**src/rtl/core/otis_pkg.sv**
```systemverilog
// ----------------------------------------------------------------------------
// otis_pkg
// Shared types and constants for the ordered table interpolation search unit:
// transfer payloads, status codes and the controller/datapath command links.
// ----------------------------------------------------------------------------
package otis_pkg;

  localparam int POS_W = 5;
  localparam int VAL_W = 32;

  // operation codes
  typedef enum logic {
    OP_INSERT = 1'b0,
    OP_SEARCH = 1'b1
  } op_t;

  // result status codes
  typedef enum logic [1:0] {
    ST_DONE      = 2'd0,
    ST_FULL      = 2'd1,
    ST_BAD_POS   = 2'd2,
    ST_NOT_FOUND = 2'd3
  } status_t;

  // input transfer payload
  typedef struct packed {
    op_t                     operation;
    logic [POS_W-1:0]        position;
    logic signed [VAL_W-1:0] value;
  } cmd_item_t;

  // output transfer payload
  typedef struct packed {
    status_t          status;
    logic [POS_W-1:0] found_position;
  } res_item_t;

  // table read address source
  typedef enum logic [1:0] {
    RA_LO    = 2'd0,
    RA_HI    = 2'd1,
    RA_MID   = 2'd2,
    RA_SHIFT = 2'd3
  } rd_sel_t;

  // reported position source
  typedef enum logic [1:0] {
    PS_NONE = 2'd0,
    PS_LO   = 2'd1,
    PS_MID  = 2'd2
  } pos_sel_t;

  // controller to datapath commands
  typedef struct packed {
    logic     capture;
    logic     ram_rd;
    rd_sel_t  rd_sel;
    logic     shift_wr;
    logic     insert_wr;
    logic     latch_lo;
    logic     range_load;
    logic     div_step;
    logic     mid_load;
    logic     lower_hi;
    logic     raise_lo;
    logic     res_load;
    status_t  res_status;
    pos_sel_t res_sel;
  } dp_cmd_t;

  // datapath to controller status
  typedef struct packed {
    logic is_search;
    logic full;
    logic bad_pos;
    logic empty;
    logic shift_start;
    logic shift_more;
    logic out_of_range;
    logic ends_equal;
    logic key_lt;
    logic key_gt;
    logic range_ok;
    logic div_last;
    logic res_free;
  } dp_sts_t;

endpackage

```
**src/rtl/core/otis_ram.sv**
```systemverilog
// ----------------------------------------------------------------------------
// otis_ram
// Generic single write port, single read port RAM with registered read data.
// ----------------------------------------------------------------------------
module otis_ram #(
  parameter int WIDTH = 32,
  parameter int DEPTH = 16
) (
  input  logic                     clk,
  input  logic                     wr_en,
  input  logic [$clog2(DEPTH)-1:0] wr_addr,
  input  logic [WIDTH-1:0]         wr_data,
  input  logic                     rd_en,
  input  logic [$clog2(DEPTH)-1:0] rd_addr,
  output logic [WIDTH-1:0]         rd_data
);

  logic [WIDTH-1:0] mem [DEPTH];

  // write port and registered read port
  always_ff @(posedge clk) begin
    if (wr_en) begin
      mem[wr_addr] <= wr_data;
    end
    if (rd_en) begin
      rd_data <= mem[rd_addr];
    end
  end

endmodule

```
**src/rtl/core/otis_datapath.sv**
```systemverilog
// ----------------------------------------------------------------------------
// otis_datapath
// Table storage, fill count, search bounds, interpolation multiplier,
// bit-serial divider and the output register.
// ----------------------------------------------------------------------------
module otis_datapath #(
  parameter int DEPTH = 16
) (
  input  logic                clk,
  input  logic                rst,
  input  otis_pkg::dp_cmd_t   ctl,
  output otis_pkg::dp_sts_t   sts,
  input  otis_pkg::cmd_item_t item_in,
  input  logic                res_stall,
  output logic                res_valid,
  output otis_pkg::res_item_t res
);

  localparam int AW     = $clog2(DEPTH);
  localparam int PW_POS = $clog2(DEPTH + 2);
  localparam int QW     = AW;
  localparam int PW     = otis_pkg::VAL_W + QW;
  localparam int DCW    = $clog2(QW + 1);
  localparam int CMPW   = ((PW_POS > otis_pkg::POS_W) ? PW_POS : otis_pkg::POS_W) + 1;
  localparam int VW     = otis_pkg::VAL_W;

  // captured command
  otis_pkg::op_t               op;
  logic [otis_pkg::POS_W-1:0]  pos;
  logic signed [VW-1:0]        key;

  // table bookkeeping and search bounds
  logic [PW_POS-1:0] count;
  logic [PW_POS-1:0] sh;
  logic [PW_POS-1:0] lo;
  logic [PW_POS-1:0] hi;
  logic [PW_POS-1:0] mid;

  // interpolation and division
  logic signed [VW-1:0] a;
  logic [VW-1:0]        ka;
  logic [PW-1:0]        rem;
  logic [PW-1:0]        dsh;
  logic [QW-1:0]        q;
  logic [DCW-1:0]       div_cnt;

  // ram signals
  logic          wr_en;
  logic [AW-1:0] wr_addr;
  logic [VW-1:0] wr_data;
  logic [AW-1:0] rd_addr;
  logic [VW-1:0] rd_data;

  // combinational helpers
  logic signed [VW-1:0] rd_s;
  logic [CMPW-1:0]      cnt_w;
  logic [CMPW-1:0]      pos_eff;
  logic [CMPW-1:0]      ins_m1;
  logic [PW_POS-1:0]    span;
  logic [QW-1:0]        span_q;
  logic [PW-1:0]        prod;
  logic [VW:0]          ka_full;
  logic [VW:0]          den_full;
  logic                 ge;
  logic [PW_POS-1:0]    mid_sum;
  logic [PW_POS-1:0]    rd_pos;
  logic [PW_POS-1:0]    rd_pos_m1;
  logic [CMPW-1:0]      fp_w;

  otis_ram #(
    .WIDTH (VW),
    .DEPTH (DEPTH)
  ) u_table (
    .clk     (clk),
    .wr_en   (wr_en),
    .wr_addr (wr_addr),
    .wr_data (wr_data),
    .rd_en   (ctl.ram_rd),
    .rd_addr (rd_addr),
    .rd_data (rd_data)
  );

  assign rd_s = $signed(rd_data);

  // insert position checks, append resolves to count plus one
  assign cnt_w   = CMPW'(count);
  assign pos_eff = (pos == '0) ? (cnt_w + CMPW'(1)) : CMPW'(pos);
  assign ins_m1  = pos_eff - CMPW'(1);

  // interpolation numerator and bound differences
  assign span     = hi - lo;
  assign span_q   = span[QW-1:0];
  assign prod     = PW'(span_q) * PW'(ka);
  assign ka_full  = {key[VW-1], key} - {rd_s[VW-1], rd_s};
  assign den_full = {rd_s[VW-1], rd_s} - {a[VW-1], a};

  // restoring division step
  assign ge = (dsh <= rem);

  assign mid_sum = lo + PW_POS'(q);

  // read address select
  always_comb begin
    case (ctl.rd_sel)
      otis_pkg::RA_LO:    rd_pos = lo;
      otis_pkg::RA_HI:    rd_pos = hi;
      otis_pkg::RA_MID:   rd_pos = mid_sum;
      otis_pkg::RA_SHIFT: rd_pos = sh;
      default:            rd_pos = lo;
    endcase
  end

  assign rd_pos_m1 = rd_pos - PW_POS'(1);
  assign rd_addr   = rd_pos_m1[AW-1:0];

  // write port: shift moves an entry up, insert drops the new value in
  assign wr_en   = ctl.shift_wr | ctl.insert_wr;
  assign wr_addr = ctl.shift_wr ? sh[AW-1:0] : ins_m1[AW-1:0];
  assign wr_data = ctl.shift_wr ? rd_data : key;

  // status back to the controller
  always_comb begin
    sts              = '0;
    sts.is_search    = (op == otis_pkg::OP_SEARCH);
    sts.full         = (count == PW_POS'(DEPTH));
    sts.bad_pos      = (pos_eff > (cnt_w + CMPW'(1)));
    sts.empty        = (count == '0);
    sts.shift_start  = (CMPW'(sh) >= pos_eff);
    sts.shift_more   = (CMPW'(sh) > pos_eff);
    sts.out_of_range = (key < a) || (key > rd_s);
    sts.ends_equal   = (a == rd_s);
    sts.key_lt       = (key < rd_s);
    sts.key_gt       = (key > rd_s);
    sts.range_ok     = (lo <= hi) && (hi != '0);
    sts.div_last     = (div_cnt == '0);
    sts.res_free     = !res_valid || !res_stall;
  end

  // reported position
  always_comb begin
    case (ctl.res_sel)
      otis_pkg::PS_LO:  fp_w = CMPW'(lo);
      otis_pkg::PS_MID: fp_w = CMPW'(mid);
      default:          fp_w = '0;
    endcase
  end

  // control state: fill count and output valid
  always_ff @(posedge clk) begin
    if (rst) begin
      count     <= '0;
      res_valid <= 1'b0;
    end else begin
      if (ctl.insert_wr) begin
        count <= count + PW_POS'(1);
      end
      if (ctl.res_load) begin
        res_valid <= 1'b1;
      end else if (!res_stall) begin
        res_valid <= 1'b0;
      end
    end
  end

  // working registers
  always_ff @(posedge clk) begin
    if (ctl.capture) begin
      op  <= item_in.operation;
      pos <= item_in.position;
      key <= item_in.value;
      sh  <= count;
      lo  <= PW_POS'(1);
      hi  <= count;
    end
    if (ctl.shift_wr) begin
      sh <= sh - PW_POS'(1);
    end
    if (ctl.latch_lo) begin
      a  <= rd_s;
      ka <= ka_full[VW-1:0];
    end
    if (ctl.range_load) begin
      rem     <= prod;
      dsh     <= PW'(den_full[VW-1:0]) << (QW - 1);
      q       <= '0;
      div_cnt <= DCW'(QW - 1);
    end
    if (ctl.div_step) begin
      if (ge) begin
        rem <= rem - dsh;
      end
      q       <= QW'({q, ge});
      dsh     <= dsh >> 1;
      div_cnt <= div_cnt - DCW'(1);
    end
    if (ctl.mid_load) begin
      mid <= mid_sum;
    end
    if (ctl.lower_hi) begin
      hi <= mid - PW_POS'(1);
    end
    if (ctl.raise_lo) begin
      lo <= mid + PW_POS'(1);
    end
    if (ctl.res_load) begin
      res.status         <= ctl.res_status;
      res.found_position <= fp_w[otis_pkg::POS_W-1:0];
    end
  end

  // interpolated probe never leaves the current bounds
  a_mid_in_range: assert property (@(posedge clk) disable iff (rst)
    ctl.mid_load |-> (mid_sum >= lo) && (mid_sum <= hi))
    else $error("probe position outside search bounds");

  // fill count only ever steps up by one
  a_count_step: assert property (@(posedge clk) disable iff (rst)
    (!$past(rst) && (count != $past(count))) |-> (count == $past(count) + PW_POS'(1)))
    else $error("fill count changed by other than one");

endmodule

```
**src/rtl/core/otis_ctrl.sv**
```systemverilog
// ----------------------------------------------------------------------------
// otis_ctrl
// Sequencer for insert (shift then write) and search (bound reads,
// interpolation, division, probe) operations.
// ----------------------------------------------------------------------------
module otis_ctrl (
  input  logic              clk,
  input  logic              rst,
  input  logic              cmd_valid,
  output logic              cmd_stall,
  output otis_pkg::dp_cmd_t ctl,
  input  otis_pkg::dp_sts_t sts
);

  typedef enum logic [12:0] {
    S_IDLE   = 13'b0000000000001,
    S_DECODE = 13'b0000000000010,
    S_SH_RD  = 13'b0000000000100,
    S_SH_WR  = 13'b0000000001000,
    S_INS_WR = 13'b0000000010000,
    S_RD_LO  = 13'b0000000100000,
    S_RD_HI  = 13'b0000001000000,
    S_RANGE  = 13'b0000010000000,
    S_DIV    = 13'b0000100000000,
    S_MID    = 13'b0001000000000,
    S_PROBE  = 13'b0010000000000,
    S_LOOP   = 13'b0100000000000,
    S_RESP   = 13'b1000000000000
  } state_t;

  state_t               state;
  state_t               state_next;
  otis_pkg::status_t    fin_status;
  otis_pkg::status_t    fin_status_next;
  otis_pkg::pos_sel_t   fin_sel;
  otis_pkg::pos_sel_t   fin_sel_next;

  assign cmd_stall = (state != S_IDLE);

  // next state and command decode
  always_comb begin
    state_next      = state;
    fin_status_next = fin_status;
    fin_sel_next    = fin_sel;
    ctl             = '0;
    case (state)
      S_IDLE: begin
        if (cmd_valid) begin
          ctl.capture = 1'b1;
          state_next  = S_DECODE;
        end
      end
      S_DECODE: begin
        if (sts.is_search) begin
          if (sts.empty) begin
            fin_status_next = otis_pkg::ST_NOT_FOUND;
            fin_sel_next    = otis_pkg::PS_NONE;
            state_next      = S_RESP;
          end else begin
            state_next = S_RD_LO;
          end
        end else if (sts.full) begin
          fin_status_next = otis_pkg::ST_FULL;
          fin_sel_next    = otis_pkg::PS_NONE;
          state_next      = S_RESP;
        end else if (sts.bad_pos) begin
          fin_status_next = otis_pkg::ST_BAD_POS;
          fin_sel_next    = otis_pkg::PS_NONE;
          state_next      = S_RESP;
        end else if (sts.shift_start) begin
          state_next = S_SH_RD;
        end else begin
          state_next = S_INS_WR;
        end
      end
      S_SH_RD: begin
        ctl.ram_rd = 1'b1;
        ctl.rd_sel = otis_pkg::RA_SHIFT;
        state_next = S_SH_WR;
      end
      S_SH_WR: begin
        ctl.shift_wr = 1'b1;
        state_next   = sts.shift_more ? S_SH_RD : S_INS_WR;
      end
      S_INS_WR: begin
        ctl.insert_wr   = 1'b1;
        fin_status_next = otis_pkg::ST_DONE;
        fin_sel_next    = otis_pkg::PS_NONE;
        state_next      = S_RESP;
      end
      S_RD_LO: begin
        ctl.ram_rd = 1'b1;
        ctl.rd_sel = otis_pkg::RA_LO;
        state_next = S_RD_HI;
      end
      S_RD_HI: begin
        ctl.ram_rd   = 1'b1;
        ctl.rd_sel   = otis_pkg::RA_HI;
        ctl.latch_lo = 1'b1;
        state_next   = S_RANGE;
      end
      S_RANGE: begin
        if (sts.out_of_range) begin
          fin_status_next = otis_pkg::ST_NOT_FOUND;
          fin_sel_next    = otis_pkg::PS_NONE;
          state_next      = S_RESP;
        end else if (sts.ends_equal) begin
          fin_status_next = otis_pkg::ST_DONE;
          fin_sel_next    = otis_pkg::PS_LO;
          state_next      = S_RESP;
        end else begin
          ctl.range_load = 1'b1;
          state_next     = S_DIV;
        end
      end
      S_DIV: begin
        ctl.div_step = 1'b1;
        if (sts.div_last) begin
          state_next = S_MID;
        end
      end
      S_MID: begin
        ctl.ram_rd   = 1'b1;
        ctl.rd_sel   = otis_pkg::RA_MID;
        ctl.mid_load = 1'b1;
        state_next   = S_PROBE;
      end
      S_PROBE: begin
        if (sts.key_lt) begin
          ctl.lower_hi = 1'b1;
          state_next   = S_LOOP;
        end else if (sts.key_gt) begin
          ctl.raise_lo = 1'b1;
          state_next   = S_LOOP;
        end else begin
          fin_status_next = otis_pkg::ST_DONE;
          fin_sel_next    = otis_pkg::PS_MID;
          state_next      = S_RESP;
        end
      end
      S_LOOP: begin
        if (sts.range_ok) begin
          state_next = S_RD_LO;
        end else begin
          fin_status_next = otis_pkg::ST_NOT_FOUND;
          fin_sel_next    = otis_pkg::PS_NONE;
          state_next      = S_RESP;
        end
      end
      S_RESP: begin
        ctl.res_status = fin_status;
        ctl.res_sel    = fin_sel;
        if (sts.res_free) begin
          ctl.res_load = 1'b1;
          state_next   = S_IDLE;
        end
      end
      default: begin
        state_next = S_IDLE;
      end
    endcase
  end

  // state register
  always_ff @(posedge clk) begin
    if (rst) begin
      state <= S_IDLE;
    end else begin
      state <= state_next;
    end
  end

  // pending result code
  always_ff @(posedge clk) begin
    fin_status <= fin_status_next;
    fin_sel    <= fin_sel_next;
  end

  // an insert only commits on a legal position with room left
  a_insert_legal: assert property (@(posedge clk) disable iff (rst)
    (state == S_INS_WR) |-> (!sts.full && !sts.bad_pos))
    else $error("insert committed on full table or bad position");

  // every probe round starts from a non-empty range
  a_round_range: assert property (@(posedge clk) disable iff (rst)
    (state == S_RD_LO) |-> sts.range_ok)
    else $error("search round started on empty range");

endmodule

```
**src/rtl/core/ordered_table_interpolation_search_unit.sv**
```systemverilog
// ----------------------------------------------------------------------------
// ordered_table_interpolation_search_unit
// Ordered table of signed 32-bit values with positional insert and
// interpolation search, one operation at a time.
// ----------------------------------------------------------------------------
// The unit takes one command at a time and returns one result per command.
// An insert that moves m entries does one read and one write of the table
// RAM for each moved entry before writing the new value. A search runs
// probe rounds of two bound reads, the range check with the interpolation
// multiply, a bit-serial divider producing one quotient bit per cycle, the
// probe read, the compare and the loop test. A finished result sits in the
// output register, and the next command is taken while it waits there. The
// table needs no clearing after reset; only filled positions are ever read.
// ----------------------------------------------------------------------------
module ordered_table_interpolation_search_unit #(
  parameter int DEPTH = 16
) (
  input  logic                clk,
  input  logic                rst,
  input  logic                cmd_valid,
  output logic                cmd_stall,
  input  otis_pkg::cmd_item_t cmd,
  output logic                res_valid,
  input  logic                res_stall,
  output otis_pkg::res_item_t res
);

  otis_pkg::dp_cmd_t ctl;
  otis_pkg::dp_sts_t sts;

  // sequencer
  otis_ctrl u_ctrl (
    .clk       (clk),
    .rst       (rst),
    .cmd_valid (cmd_valid),
    .cmd_stall (cmd_stall),
    .ctl       (ctl),
    .sts       (sts)
  );

  // table, arithmetic and output register
  otis_datapath #(
    .DEPTH (DEPTH)
  ) u_datapath (
    .clk       (clk),
    .rst       (rst),
    .ctl       (ctl),
    .sts       (sts),
    .item_in   (cmd),
    .res_stall (res_stall),
    .res_valid (res_valid),
    .res       (res)
  );

endmodule

```
**config.mk**
```make
export PLATFORM = sky130hd
export DESIGN_NAME = ordered_table_interpolation_search_unit
export DESIGN_NICKNAME = d
export VERILOG_FILES = /design/src/rtl/core/otis_pkg.sv /design/src/rtl/core/otis_ram.sv /design/src/rtl/core/otis_datapath.sv /design/src/rtl/core/otis_ctrl.sv /design/src/rtl/core/ordered_table_interpolation_search_unit.sv
export SDC_FILE = /design/constraint.sdc
export NUM_CORES = 1
export LEC_CHECK = 0
export BUFFER_PORTS_ARGS = -buffer_cell sky130_fd_sc_hd__buf_4
export CAP_MARGIN = 15
export CORE_MARGIN = 1.5
export CORE_UTILIZATION = 58
export DETAILED_ROUTE_END_ITERATION = 7
export PLACE_DENSITY_LB_ADDON = 0.12
export SLEW_MARGIN = 20
export SYNTH_ARGS = -nofsm -noshare
export SYNTH_HDL_FRONTEND = slang
export SYNTH_SLANG_ARGS = --single-unit
```
**constraint.sdc**
```tcl
create_clock -name clk -period 4.6 [get_ports clk]
set_input_delay 0.69 -clock clk [delete_from_list [all_inputs] [get_ports clk]]
set_output_delay 0.69 -clock clk [all_outputs]
set_load 0.005 [all_outputs]
```
==> results.json, run 1 <==
{
  "cpPeakStageDelay_ns": 0.52,
  "synth_area_leaders": "edfxtp_1 (53%), mux4_2 (7.1%), ha_1 (6.2%)",
  "nets": 3653,
  "routedWlPerCell_um": 22.8,
  "synth_top_cell_by_area": "edfxtp_1",
  "setup.worst_path.start_class": "flop",
  "ys_async_sr_fraction": 0,
  "grt_pass1_vias": 26100,
  "finalClockSkew_ns": 0.0623,
  "cts.path.max_buffers": 3,
  "crit_required_ns": 5.17,
  "die-area_sq_um": 71500,
  "maxCapViolations": 0,
  "via_count": 26000,
  "worst_path_max_delay_cell": "fa_1",
  "die_w_um": 267,
  "yosys_most_used_dff": "edfxtp_1",
  "placedCellCount": 4181,
  "seq_area_frac_synth": 0.560,
  "synth_commonest_cells": "edfxtp_1 (719), inv_1 (288), ha_1 (202), a21oi_1 (193), nor2_1 (179)",
  "r2r_cells": 23,
  "cp_num_buf_inv": 7,
  "max_slew_margin": 0.255,
  "worstPathMaxFanout": 4,
  "fin_util": 0.678,
  "r2r_end": "u_datapath.rem[35]$_DFF_P_",
  "ant_nets": 0,
  "fp.coreArea_sq_um": 68900,
  "r2r_slack_ns": -0.38,
  "first_pass_iters": 6,
  "avgViaCountPerCell": 5.99,
  "dieHeight_um": 267,
  "gp_congestion": 0.965,
  "numPortBuffers": 50,
  "violations": "negative setup slack",
  "critPathCaptureType": "flop",
  "drc": 0,
  "min_period_ns": 4.98,
  "root_buffer": "clkbuf_16",
  "htreeDepth": 3,
  "grt_max_degree": 73,
  "path_depth": 23,
  "synth_cells": 3125,
  "grt_overflow": 0,
  "outcome": "finished, violations left",
  "final_cell_count_no_fill": 4338,
  "switchingPower_mw": 4.90,
  "endpoint": "u_datapath.rem[35]$_DFF_P_",
  "synth.net_count": 3434,
  "n_antenna_cell": 0,
  "tightestPinTransition_ns": 1.11,
  "hpwl_mm": 65.2,
  "fmax_ghz": 0.201,
  "hold_violations": 0,
  "p_int_mw": 13.4,
  "min_path_type": "primary input to flop",
  "synth.avg_cell_area_sq_um": 13.0,
  "p_sw_frac": 0.268,
  "yosysMostFrequentCell": "edfxtp_1",
  "fillerInstances": 4932,
  "yosysWarningCount": 0,
  "synthesis.area_sq_um": 40500,
  "rsz0062_at_grt": "yes",
  "cts_made_buffers": 81,
  "ir_drop_v": 0.000380,
  "crit_chain": "inv_2 > ha_4 > inv_2 > fa_2 > buf_12 > buf_4 > and2_4 > fa_1 > inv_1 > fa_1 > inv_2 > ha_4 > and3_4 > and2_4 > a221o_1 > a221o_1 > a41oi_4 > buf_4 > o21ai_2 > a21o_1 > a21oi_2 > xnor2_1 > o21a_1",
  "rr_startpoint": "u_datapath.hi[0]$_DFFE_PP_",
  "crit_path_frequent_cell": "inv_2",
  "synth_top_area_share": 0.532,
  "leakage_nw": 17.9,
  "drive_above_1_share": 0.193,
  "pwr-share-seq": 0.428,
  "synthToLayoutAreaGrowth_pct": 15.2,
  "fp-row-count": 96,
  "drt_iter0_markers": 2101,
  "clk_pin_slew_ns": 0.06,
  "criticalPathCategory": "flop to flop",
  "setup_ws_ns": -0.382,
  "clock_power_share": 0.353,
  "fin_crit_sh": 1.08,
  "crit_start": "u_datapath.hi[0]$_DFFE_PP_",
  "report.final.slew_viol_count": 0,
  "synth-seq-cells": 774,
  "initial_core_util": 0.588,
  "drt-total-wl_mm": 99.0,
  "path_delay_family": "adder cells",
  "synth-edff-count": 719,
  "track_usage": 0.282,
  "crit_arrival_ns": 5.55,
  "cts_tree": "done",
  "setup_viol": 18,
  "clk_latency_ns": 0.67,
  "clkSinkCount": 774,
  "pin_count": 51,
  "antenna_found_initial": 0,
  "grt_pass1_wl_mm": 151,
  "powerDensity_nw_per_um2": 391,
  "power_frac_comb": 0.219,
  "synth_cell_types": 85
}
-- registers in the layout, indices dropped and copies added (netlist names), 7 cells and up --
name / cells
u_ctrl.state: 13
u_datapath.a: 32
u_datapath.dsh: 35
u_datapath.ka: 32
u_datapath.key: 32
u_datapath.rem: 36
u_datapath.res: 7
u_datapath.u_table.mem: 512
u_datapath.u_table.rd_data: 32
-- cell families (layout without fill, tap and decap cells) --
kind of cell / after synthesis / in the layout / share of synthesized area
xor+xnor: 132 / 132 / 0.0287
compound gates: 638 / 638 / 0.101
fa+ha+maj: 267 / 267 / 0.0944
simple gates: 745 / 745 / 0.0951
flops: 774 / 774 / 0.560
mux: 170 / 170 / 0.0815
buf+inv: 399 / 681 / 0.0396
-- worst min path at each step --
stage,to,cells after the start,startpoint,slack [ns]
floorplan,u_datapath.a[0]$_DFFE_PP_,0,u_datapath.u_table.rd_data[0]$_DFFE_PP_,0.46
global placement,u_datapath.a[0]$_DFFE_PP_,0,u_datapath.u_table.rd_data[0]$_DFFE_PP_,0.50
detailed placement,u_datapath.a[0]$_DFFE_PP_,0,u_datapath.u_table.rd_data[0]$_DFFE_PP_,0.48
CTS,u_datapath.key[31]$_DFFE_PP_,1,cmd[31],0.16
global route,u_datapath.key[31]$_DFFE_PP_,1,cmd[31],0.18
finish,u_datapath.key[31]$_DFFE_PP_,1,cmd[31],0.19
-- power groups by stage --
stage | registers, mW | logic (mW) | clock network, mW
floorplan | 7.96 | 2.29 | 0
global placement | 7.97 | 3.39 | 0
detailed placement | 7.97 | 3.47 | 0
CTS | 7.83 | 3.77 | 6.55
global route | 7.83 | 4.39 | 6.80
finish | 7.83 | 4.00 | 6.46
-- cell usage in the layout, fill, tap and decap left out, types with 17 or more instances in the layout --
cell type and instances:
nor3_1 33, fa_1 63, clkbuf_1 18, a21o_1 67, nand2_1 143, and3_1 21, nor2_1 161, nand3_1 43
xor2_1 51, mux2i_1 40, nand2b_1 58, o21a_1 17, mux4_2 128, edfxtp_1 719, o21bai_1 17, clkbuf_16 81
dfxtp_1 55, a21oi_1 177, nand4_1 31, inv_1 277, a211oi_2 27, o21ai_0 135, nor2b_1 60, and2_1 89
buf_4 223, a211oi_1 53, xnor2_1 73, ha_1 185
-- what timing repair did --
item	4_1_cts	5_1_grt
setup endpoints to repair	24	26
buffers inserted	9	2
pin swaps	16	20
resized for setup	54	51
hold buffers	0	0
-- final cells by class --
type                            count  area [sq um]  share of cell area
Timing Repair Buffer              245          2060              0.0441
Tap cell                          931          1160              0.0249
Clock inverter                     45           529              0.0113
Inverter                          290          1090              0.0234
Multi-Input combinational cell   1952         17100               0.365
Sequential cell                   774         22700               0.486
Clock buffer                      101          2120              0.0454
-- through the flow --
stage               area (sq um)  hold WS (ns)  setup TNS [ns]  total power [mW]  setup slack [ns]
floorplan                  40800         0.457          -0.392              10.3            -0.209
global placement           43500         0.502           -5.01              11.4            -0.478
detailed placement         43500         0.480           -7.60              11.4            -0.557
CTS                        46500         0.164           -3.32              18.1            -0.383
global route               46700         0.183           -7.64              19.0            -0.577
finish                     46700         0.193           -3.30              18.3            -0.382
-- routing by layer --
layer	GRT usage	vias up	wire, um	share of wire
li1	-	12000	-	-
met1	0.390	13000	43100	0.43
met2	0.473	840	48000	0.48
met3	0.0303	168	5190	0.052
met4	0.0904	0	2820	0.028
met5	0	-	0	0
No activity file was read; power rests on OpenSTA's default activity.
==> inputs of run 2 (changes only) <==
Settings changed: CORE_UTILIZATION 58 to 60, RECOVER_POWER from default to 50.
Clock period 4.6 ns to 6 ns, I/O delays scaled along.
==> results.json, run 2 (synthesis results as in run 1) <==
{
  "outcome": "finished, violations left",
  "violations": "max-capacitance violations, max-slew violations",
  "setup_viol": 0,
  "pin_count": 51,
  "worstPathMaxFanout": 17,
  "crit_path_frequent_cell": "inv_1",
  "crit_chain": "inv_1 > ha_1 > a21o_1 > a21oi_2 > xnor2_4 > buf_4 > and2_1 > fa_1 > inv_1 > fa_1 > inv_1 > ha_1 > a21oi_1 > o21ai_0 > a221o_1 > a221o_1 > a41oi_2 > o21bai_1 > a21oi_1 > nor3_1 > a2111oi_1 > a211oi_1",
  "powerDensity_nw_per_um2": 291,
  "root_buffer": "clkbuf_16",
  "clkSinkCount": 774,
  "post_cts_buffers": 0,
  "largest_reg_flops": 512,
  "cpPeakStageDelay_ns": 0.54,
  "endpoint": "u_datapath.rem[31]$_DFF_P_",
  "crit_start": "u_datapath.hi[1]$_DFFE_PP_",
  "setup.worst_path.start_class": "flop",
  "cp_num_buf_inv": 4,
  "final.setup.tns_ns": 0,
  "grt-busiest-layer": "met2",
  "ant_nets": 0,
  "synthToLayoutAreaGrowth_pct": 10.3,
  "dieHeight_um": 263,
  "initial_core_util": 0.605,
  "crit_required_ns": 6.48,
  "power_frac_comb": 0.165,
  "fp-row-count": 95,
  "p_int_mw": 9.64,
  "clk_pin_slew_ns": 0.06,
  "rr_startpoint": "u_datapath.hi[1]$_DFFE_PP_",
  "grt_pass1_vias": 25500,
  "gp_congestion": 0.964,
  "track_usage": 0.279,
  "grt_max_degree": 92,
  "via_count": 25600,
  "layout_common_cells": "edfxtp_1 (719), inv_1 (288), ha_1 (201)",
  "n_antenna_cell": 0,
  "clock_power_share": 0.374,
  "first_pass_iters": 5,
  "htreeDepth": 3,
  "max_slew_margin": -0.748,
  "p_sw_frac": 0.260,
  "tightestPinTransition_ns": 2.62,
  "drt-total-wl_mm": 95.7,
  "r2r_slack_ns": 0.26,
  "cts_tree": "done",
  "min_period_ns": 5.74,
  "fin_crit_sh": 0.957,
  "fp.coreArea_sq_um": 67000,
  "nets": 3531,
  "gr-usage-met2": 0.464,
  "avgViaCountPerCell": 6.15,
  "final_common_cell": "edfxtp_1",
  "drc": 0,
  "antenna_found_initial": 4,
  "fmax_ghz": 0.174,
  "switchingPower_mw": 3.39,
  "report.final.slew_viol_count": 177,
  "pwr-share-seq": 0.461,
  "drt_iter0_markers": 2137,
  "min_path_type": "primary input to flop",
  "largest_registers": "u_datapath.u_table.mem: 512 flops, u_datapath.rem: 36 flops, u_datapath.dsh: 35 flops",
  "routedWlPerCell_um": 23.0,
  "grt_use_met1": 0.387,
  "criticalPathCategory": "flop to flop",
  "grt_overflow": 0,
  "ir_drop_v": 0.000413,
  "die-area_sq_um": 69200,
  "die_w_um": 263,
  "critPathCaptureType": "flop",
  "crit_arrival_ns": 6.22,
  "path_depth": 22,
  "path_delay_family": "compound AO/OA/AOI/OAI gates",
  "drive_above_1_share": 0.118,
  "fillerInstances": 4817,
  "r2r_end": "u_datapath.rem[31]$_DFF_P_",
  "regMostFlops": "u_datapath.u_table.mem",
  "clk_latency_ns": 0.63,
  "hold_violations": 0,
  "grt_pass1_wl_mm": 148,
  "cts.path.max_buffers": 3,
  "numPortBuffers": 50,
  "maxCapViolations": 3,
  "hpwl_mm": 65.8,
  "worst_path_max_delay_cell": "fa_1",
  "r2r_cells": 22,
  "finalClockSkew_ns": 0.0200,
  "final_cell_count_no_fill": 4159,
  "leakage_nw": 17.0,
  "grtUsageMet3": 0.0343,
  "worstHoldStart": "cmd[3]",
  "cts_made_buffers": 80,
  "placedCellCount": 4013
}
-- run 2: changes by cell type in the layout (fill, tap and decap cells not counted), sizes merged --
cell	delta
clkbuf	+79
inv	+1
buf	-204
clkinv	+1
clkinvlp	+2
-- run 2: power groups by stage --
stage / clock network (mW) / registers, mW / logic [mW]
floorplan: 0 / 6.10 / 1.62
global placement: 0 / 6.11 / 2.05
detailed placement: 0 / 6.11 / 2.13
CTS: 4.94 / 6.00 / 2.14
global route: 5.13 / 6.00 / 2.41
finish: 4.88 / 6.00 / 2.15
-- run 2: routing by layer --
layer / vias to the layer above / wire [um]
met4: 0 / 2740
met3: 184 / 5770
met2: 889 / 46400
met1: 12700 / 40800
met5: - / 0
li1: 11800 / -
-- run 2: worst min-delay path by stage --
stage,to,depth (start not counted)
after floorplan,u_datapath.a[0]$_DFFE_PP_,0
after global placement,u_datapath.a[29]$_DFFE_PP_,0
after detailed placement,u_datapath.a[29]$_DFFE_PP_,0
after CTS,u_datapath.key[23]$_DFFE_PP_,1
after global routing,u_datapath.pos[4]$_DFFE_PP_,1
final,u_datapath.key[3]$_DFFE_PP_,1
-- run 2: cell type report --
cell class	instances	area, sq um	share of cell area
flip-flops and latches	774	22700	0.507
multi-input cells	1952	16500	0.368
clock buffers	97	2120	0.0474
well taps	873	1090	0.0244
inverters	290	1090	0.0244
repair buffers	124	807	0.0180
clock inverters	49	458	0.0102
-- run 2: stage by stage --
stage | total power, mW | utilization | hold slack [ns] | worst slack (ns) | area (sq um)
after floorplan | 7.73 | - | 0.457 | 0.919 | 40500
after CTS | 13.1 | 0.670 | 0.425 | 0.174 | 44900
after global routing | 13.5 | 0.667 | 0.459 | -0.0509 | 44700
after global placement | 8.16 | 0.631 | 0.499 | 0.370 | 42300
after detailed placement | 8.24 | 0.631 | 0.507 | 0.182 | 42300
final | 13.0 | 0.667 | 0.472 | 0.257 | 44700
-- run 2: timing repair --
action                     CTS  global route
resized for setup            0             8
setup endpoints to repair    0            10
hold buffers                 0             0
==> inputs of run 3 (changes only) <==
Settings changed: BUFFER_PORTS_ARGS -buffer_cell sky130_fd_sc_hd__buf_4 to -buffer_cell sky130_fd_sc_hd__buf_2, CAP_MARGIN 15 to default, GPL_ROUTABILITY_DRIVEN from default to 0.
==> results.json, run 3 (synthesis results as in run 1) <==
{
  "outcome": "finished, violations left",
  "violations": "max-capacitance violations, max-slew violations",
  "setup.worst_path.start_class": "flop",
  "p_sw_frac": 0.258,
  "pin_count": 51,
  "dieHeight_um": 263,
  "clock_power_share": 0.386,
  "drive_above_1_share": 0.117,
  "fmax_ghz": 0.171,
  "largest_registers": "u_datapath.u_table.mem: 512 flops, u_datapath.rem: 36 flops, u_datapath.dsh: 35 flops",
  "ir_drop_v": 0.000257,
  "fp.coreArea_sq_um": 67000,
  "tightestPinTransition_ns": 1.78,
  "power.total_mw": 13.3,
  "fin_crit_sh": 0.972,
  "clkSinkCount": 774,
  "switchingPower_mw": 3.42,
  "maxCapViolations": 2,
  "ant_nets": 0,
  "die-area_sq_um": 69200,
  "hpwl_mm": 63.9,
  "power_frac_comb": 0.162,
  "synthToLayoutAreaGrowth_pct": 10.5,
  "min_path_cells": 1,
  "grt_pass1_wl_mm": 147,
  "fp-row-count": 95,
  "first_pass_iters": 6,
  "min_period_ns": 5.83,
  "crit_start": "u_datapath.lo[1]$_SDFFCE_PN0P_",
  "p_int_mw": 9.85,
  "r2r_cells": 20,
  "final.setup.tns_ns": 0,
  "worstHoldStart": "cmd[2]",
  "pwr-share-seq": 0.453,
  "htreeDepth": 3,
  "cts_made_buffers": 82,
  "clk_latency_ns": 0.64,
  "initial_core_util": 0.605,
  "rr_startpoint": "u_datapath.lo[1]$_SDFFCE_PN0P_",
  "crit_required_ns": 6.49,
  "cts.path.max_buffers": 3,
  "die_w_um": 263,
  "drc": 0,
  "track_usage": 0.277,
  "layout_common_cells": "edfxtp_1 (719), inv_1 (288), ha_1 (201)",
  "criticalPathCategory": "flop to flop",
  "via_count": 25500,
  "min_path_type": "primary input to flop",
  "largest_reg_flops": 512,
  "grt_pass1_vias": 25800,
  "worstPathMaxFanout": 16,
  "final_common_cell": "edfxtp_1",
  "max_slew_margin": -0.189,
  "crit_arrival_ns": 6.32,
  "routedWlPerCell_um": 22.9,
  "regMostFlops": "u_datapath.u_table.mem",
  "leakage_nw": 17.0,
  "finalClockSkew_ns": 0.0320,
  "nets": 3533,
  "numPortBuffers": 50,
  "grt_overflow": 0,
  "powerDensity_nw_per_um2": 296,
  "hold_violations": 0,
  "cts_tree": "done",
  "root_buffer": "clkbuf_16",
  "drt-total-wl_mm": 95.1,
  "clk_pin_slew_ns": 0.06,
  "antenna_found_initial": 1,
  "report.final.slew_viol_count": 89,
  "drt_iter0_markers": 2441,
  "n_antenna_cell": 0,
  "setup_viol": 0,
  "critPathCaptureType": "flop",
  "grt_max_degree": 108,
  "r2r_slack_ns": 0.17,
  "avgViaCountPerCell": 6.13,
  "cts_hold_buffers": 0
}
==> run 3: cell count changes in the layout (fill, tap and decap cells not counted), sizes merged <==
cell	delta
clkbuf	-26
buf	+33
bufinv	+3
xnor2	+1
clkinvlp	-3
clkinv	-6
==> run 3: layout make-up <==
class	count	area, sq um
sequential	774	22700
tap	873	1090
clock inverter	43	522
timing repair buffer	123	711
clock buffer	105	2200
fill	4764	22200
inverter	290	1090
multi-input combinational	1953	16500
==> run 3: path summary, 6_finish.rpt <==
path	end
min	u_datapath.key[2]$_DFFE_PP_
max	u_datapath.rem[31]$_DFF_P_
min reg2reg	u_datapath.a[15]$_DFFE_PP_
max reg2reg	u_datapath.rem[31]$_DFF_P_
==> run 3: worst max-delay path, stage by stage, from the launching register on <==
cell and delay, ns:
edfxtp_1 0.44, ha_1 0.34, a21o_1 0.20, a21oi_4 0.36, xnor2_4 0.22, and2_1 0.24
fa_1 0.54, inv_1 0.06, fa_1 0.53, inv_1 0.04, ha_1 0.36, o21ai_0 0.14
o21a_1 0.23, nor4_1 0.60, or3_1 0.33, a41oi_2 0.23, o21bai_1 0.18, a21oi_1 0.09
nor3b_1 0.15, a2111oi_1 0.33, a211oi_1 0.08
==> run 3: what timing repair did <==
item,in CTS,in global routing
cloned,0,1
pin swaps,0,1
endpoints found under the setup margin,5,8
setup buffers,0,0
gates resized for setup,1,8
endpoints found under the hold margin,0,0
==> run 3: per-layer routing <==
metal  share of wire  global-route usage  vias to the layer above
met5               0                   0                        -
met4           0.039               0.114                        0
met3           0.069              0.0425                      204
met2            0.47               0.446                     1015
met1            0.42               0.383                    12500
li1                -                   -                    11800
==> run 3: per-stage QoR <==
step	utilization	std cells	setup WS, ns	area [sq um]	hold WS [ns]
floorplan	-	3125	0.919	40500	0.457
global placement	0.629	4012	0.0606	42200	0.501
detailed placement	0.629	4012	-0.139	42200	0.489
CTS	0.670	4160	0.150	44900	0.407
global route	0.668	4161	-0.0169	44800	0.415
finish	0.668	4161	0.168	44800	0.437
==> run 3: power by group through the flow <==
stage	Sequential, mW	Combinational (mW)	Clock [mW]
floorplan	6.10	1.62	0
global placement	6.11	2.04	0
detailed placement	6.11	2.11	0
CTS	6.00	2.13	5.18
global route	6.00	2.40	5.37
finish	6.00	2.15	5.11
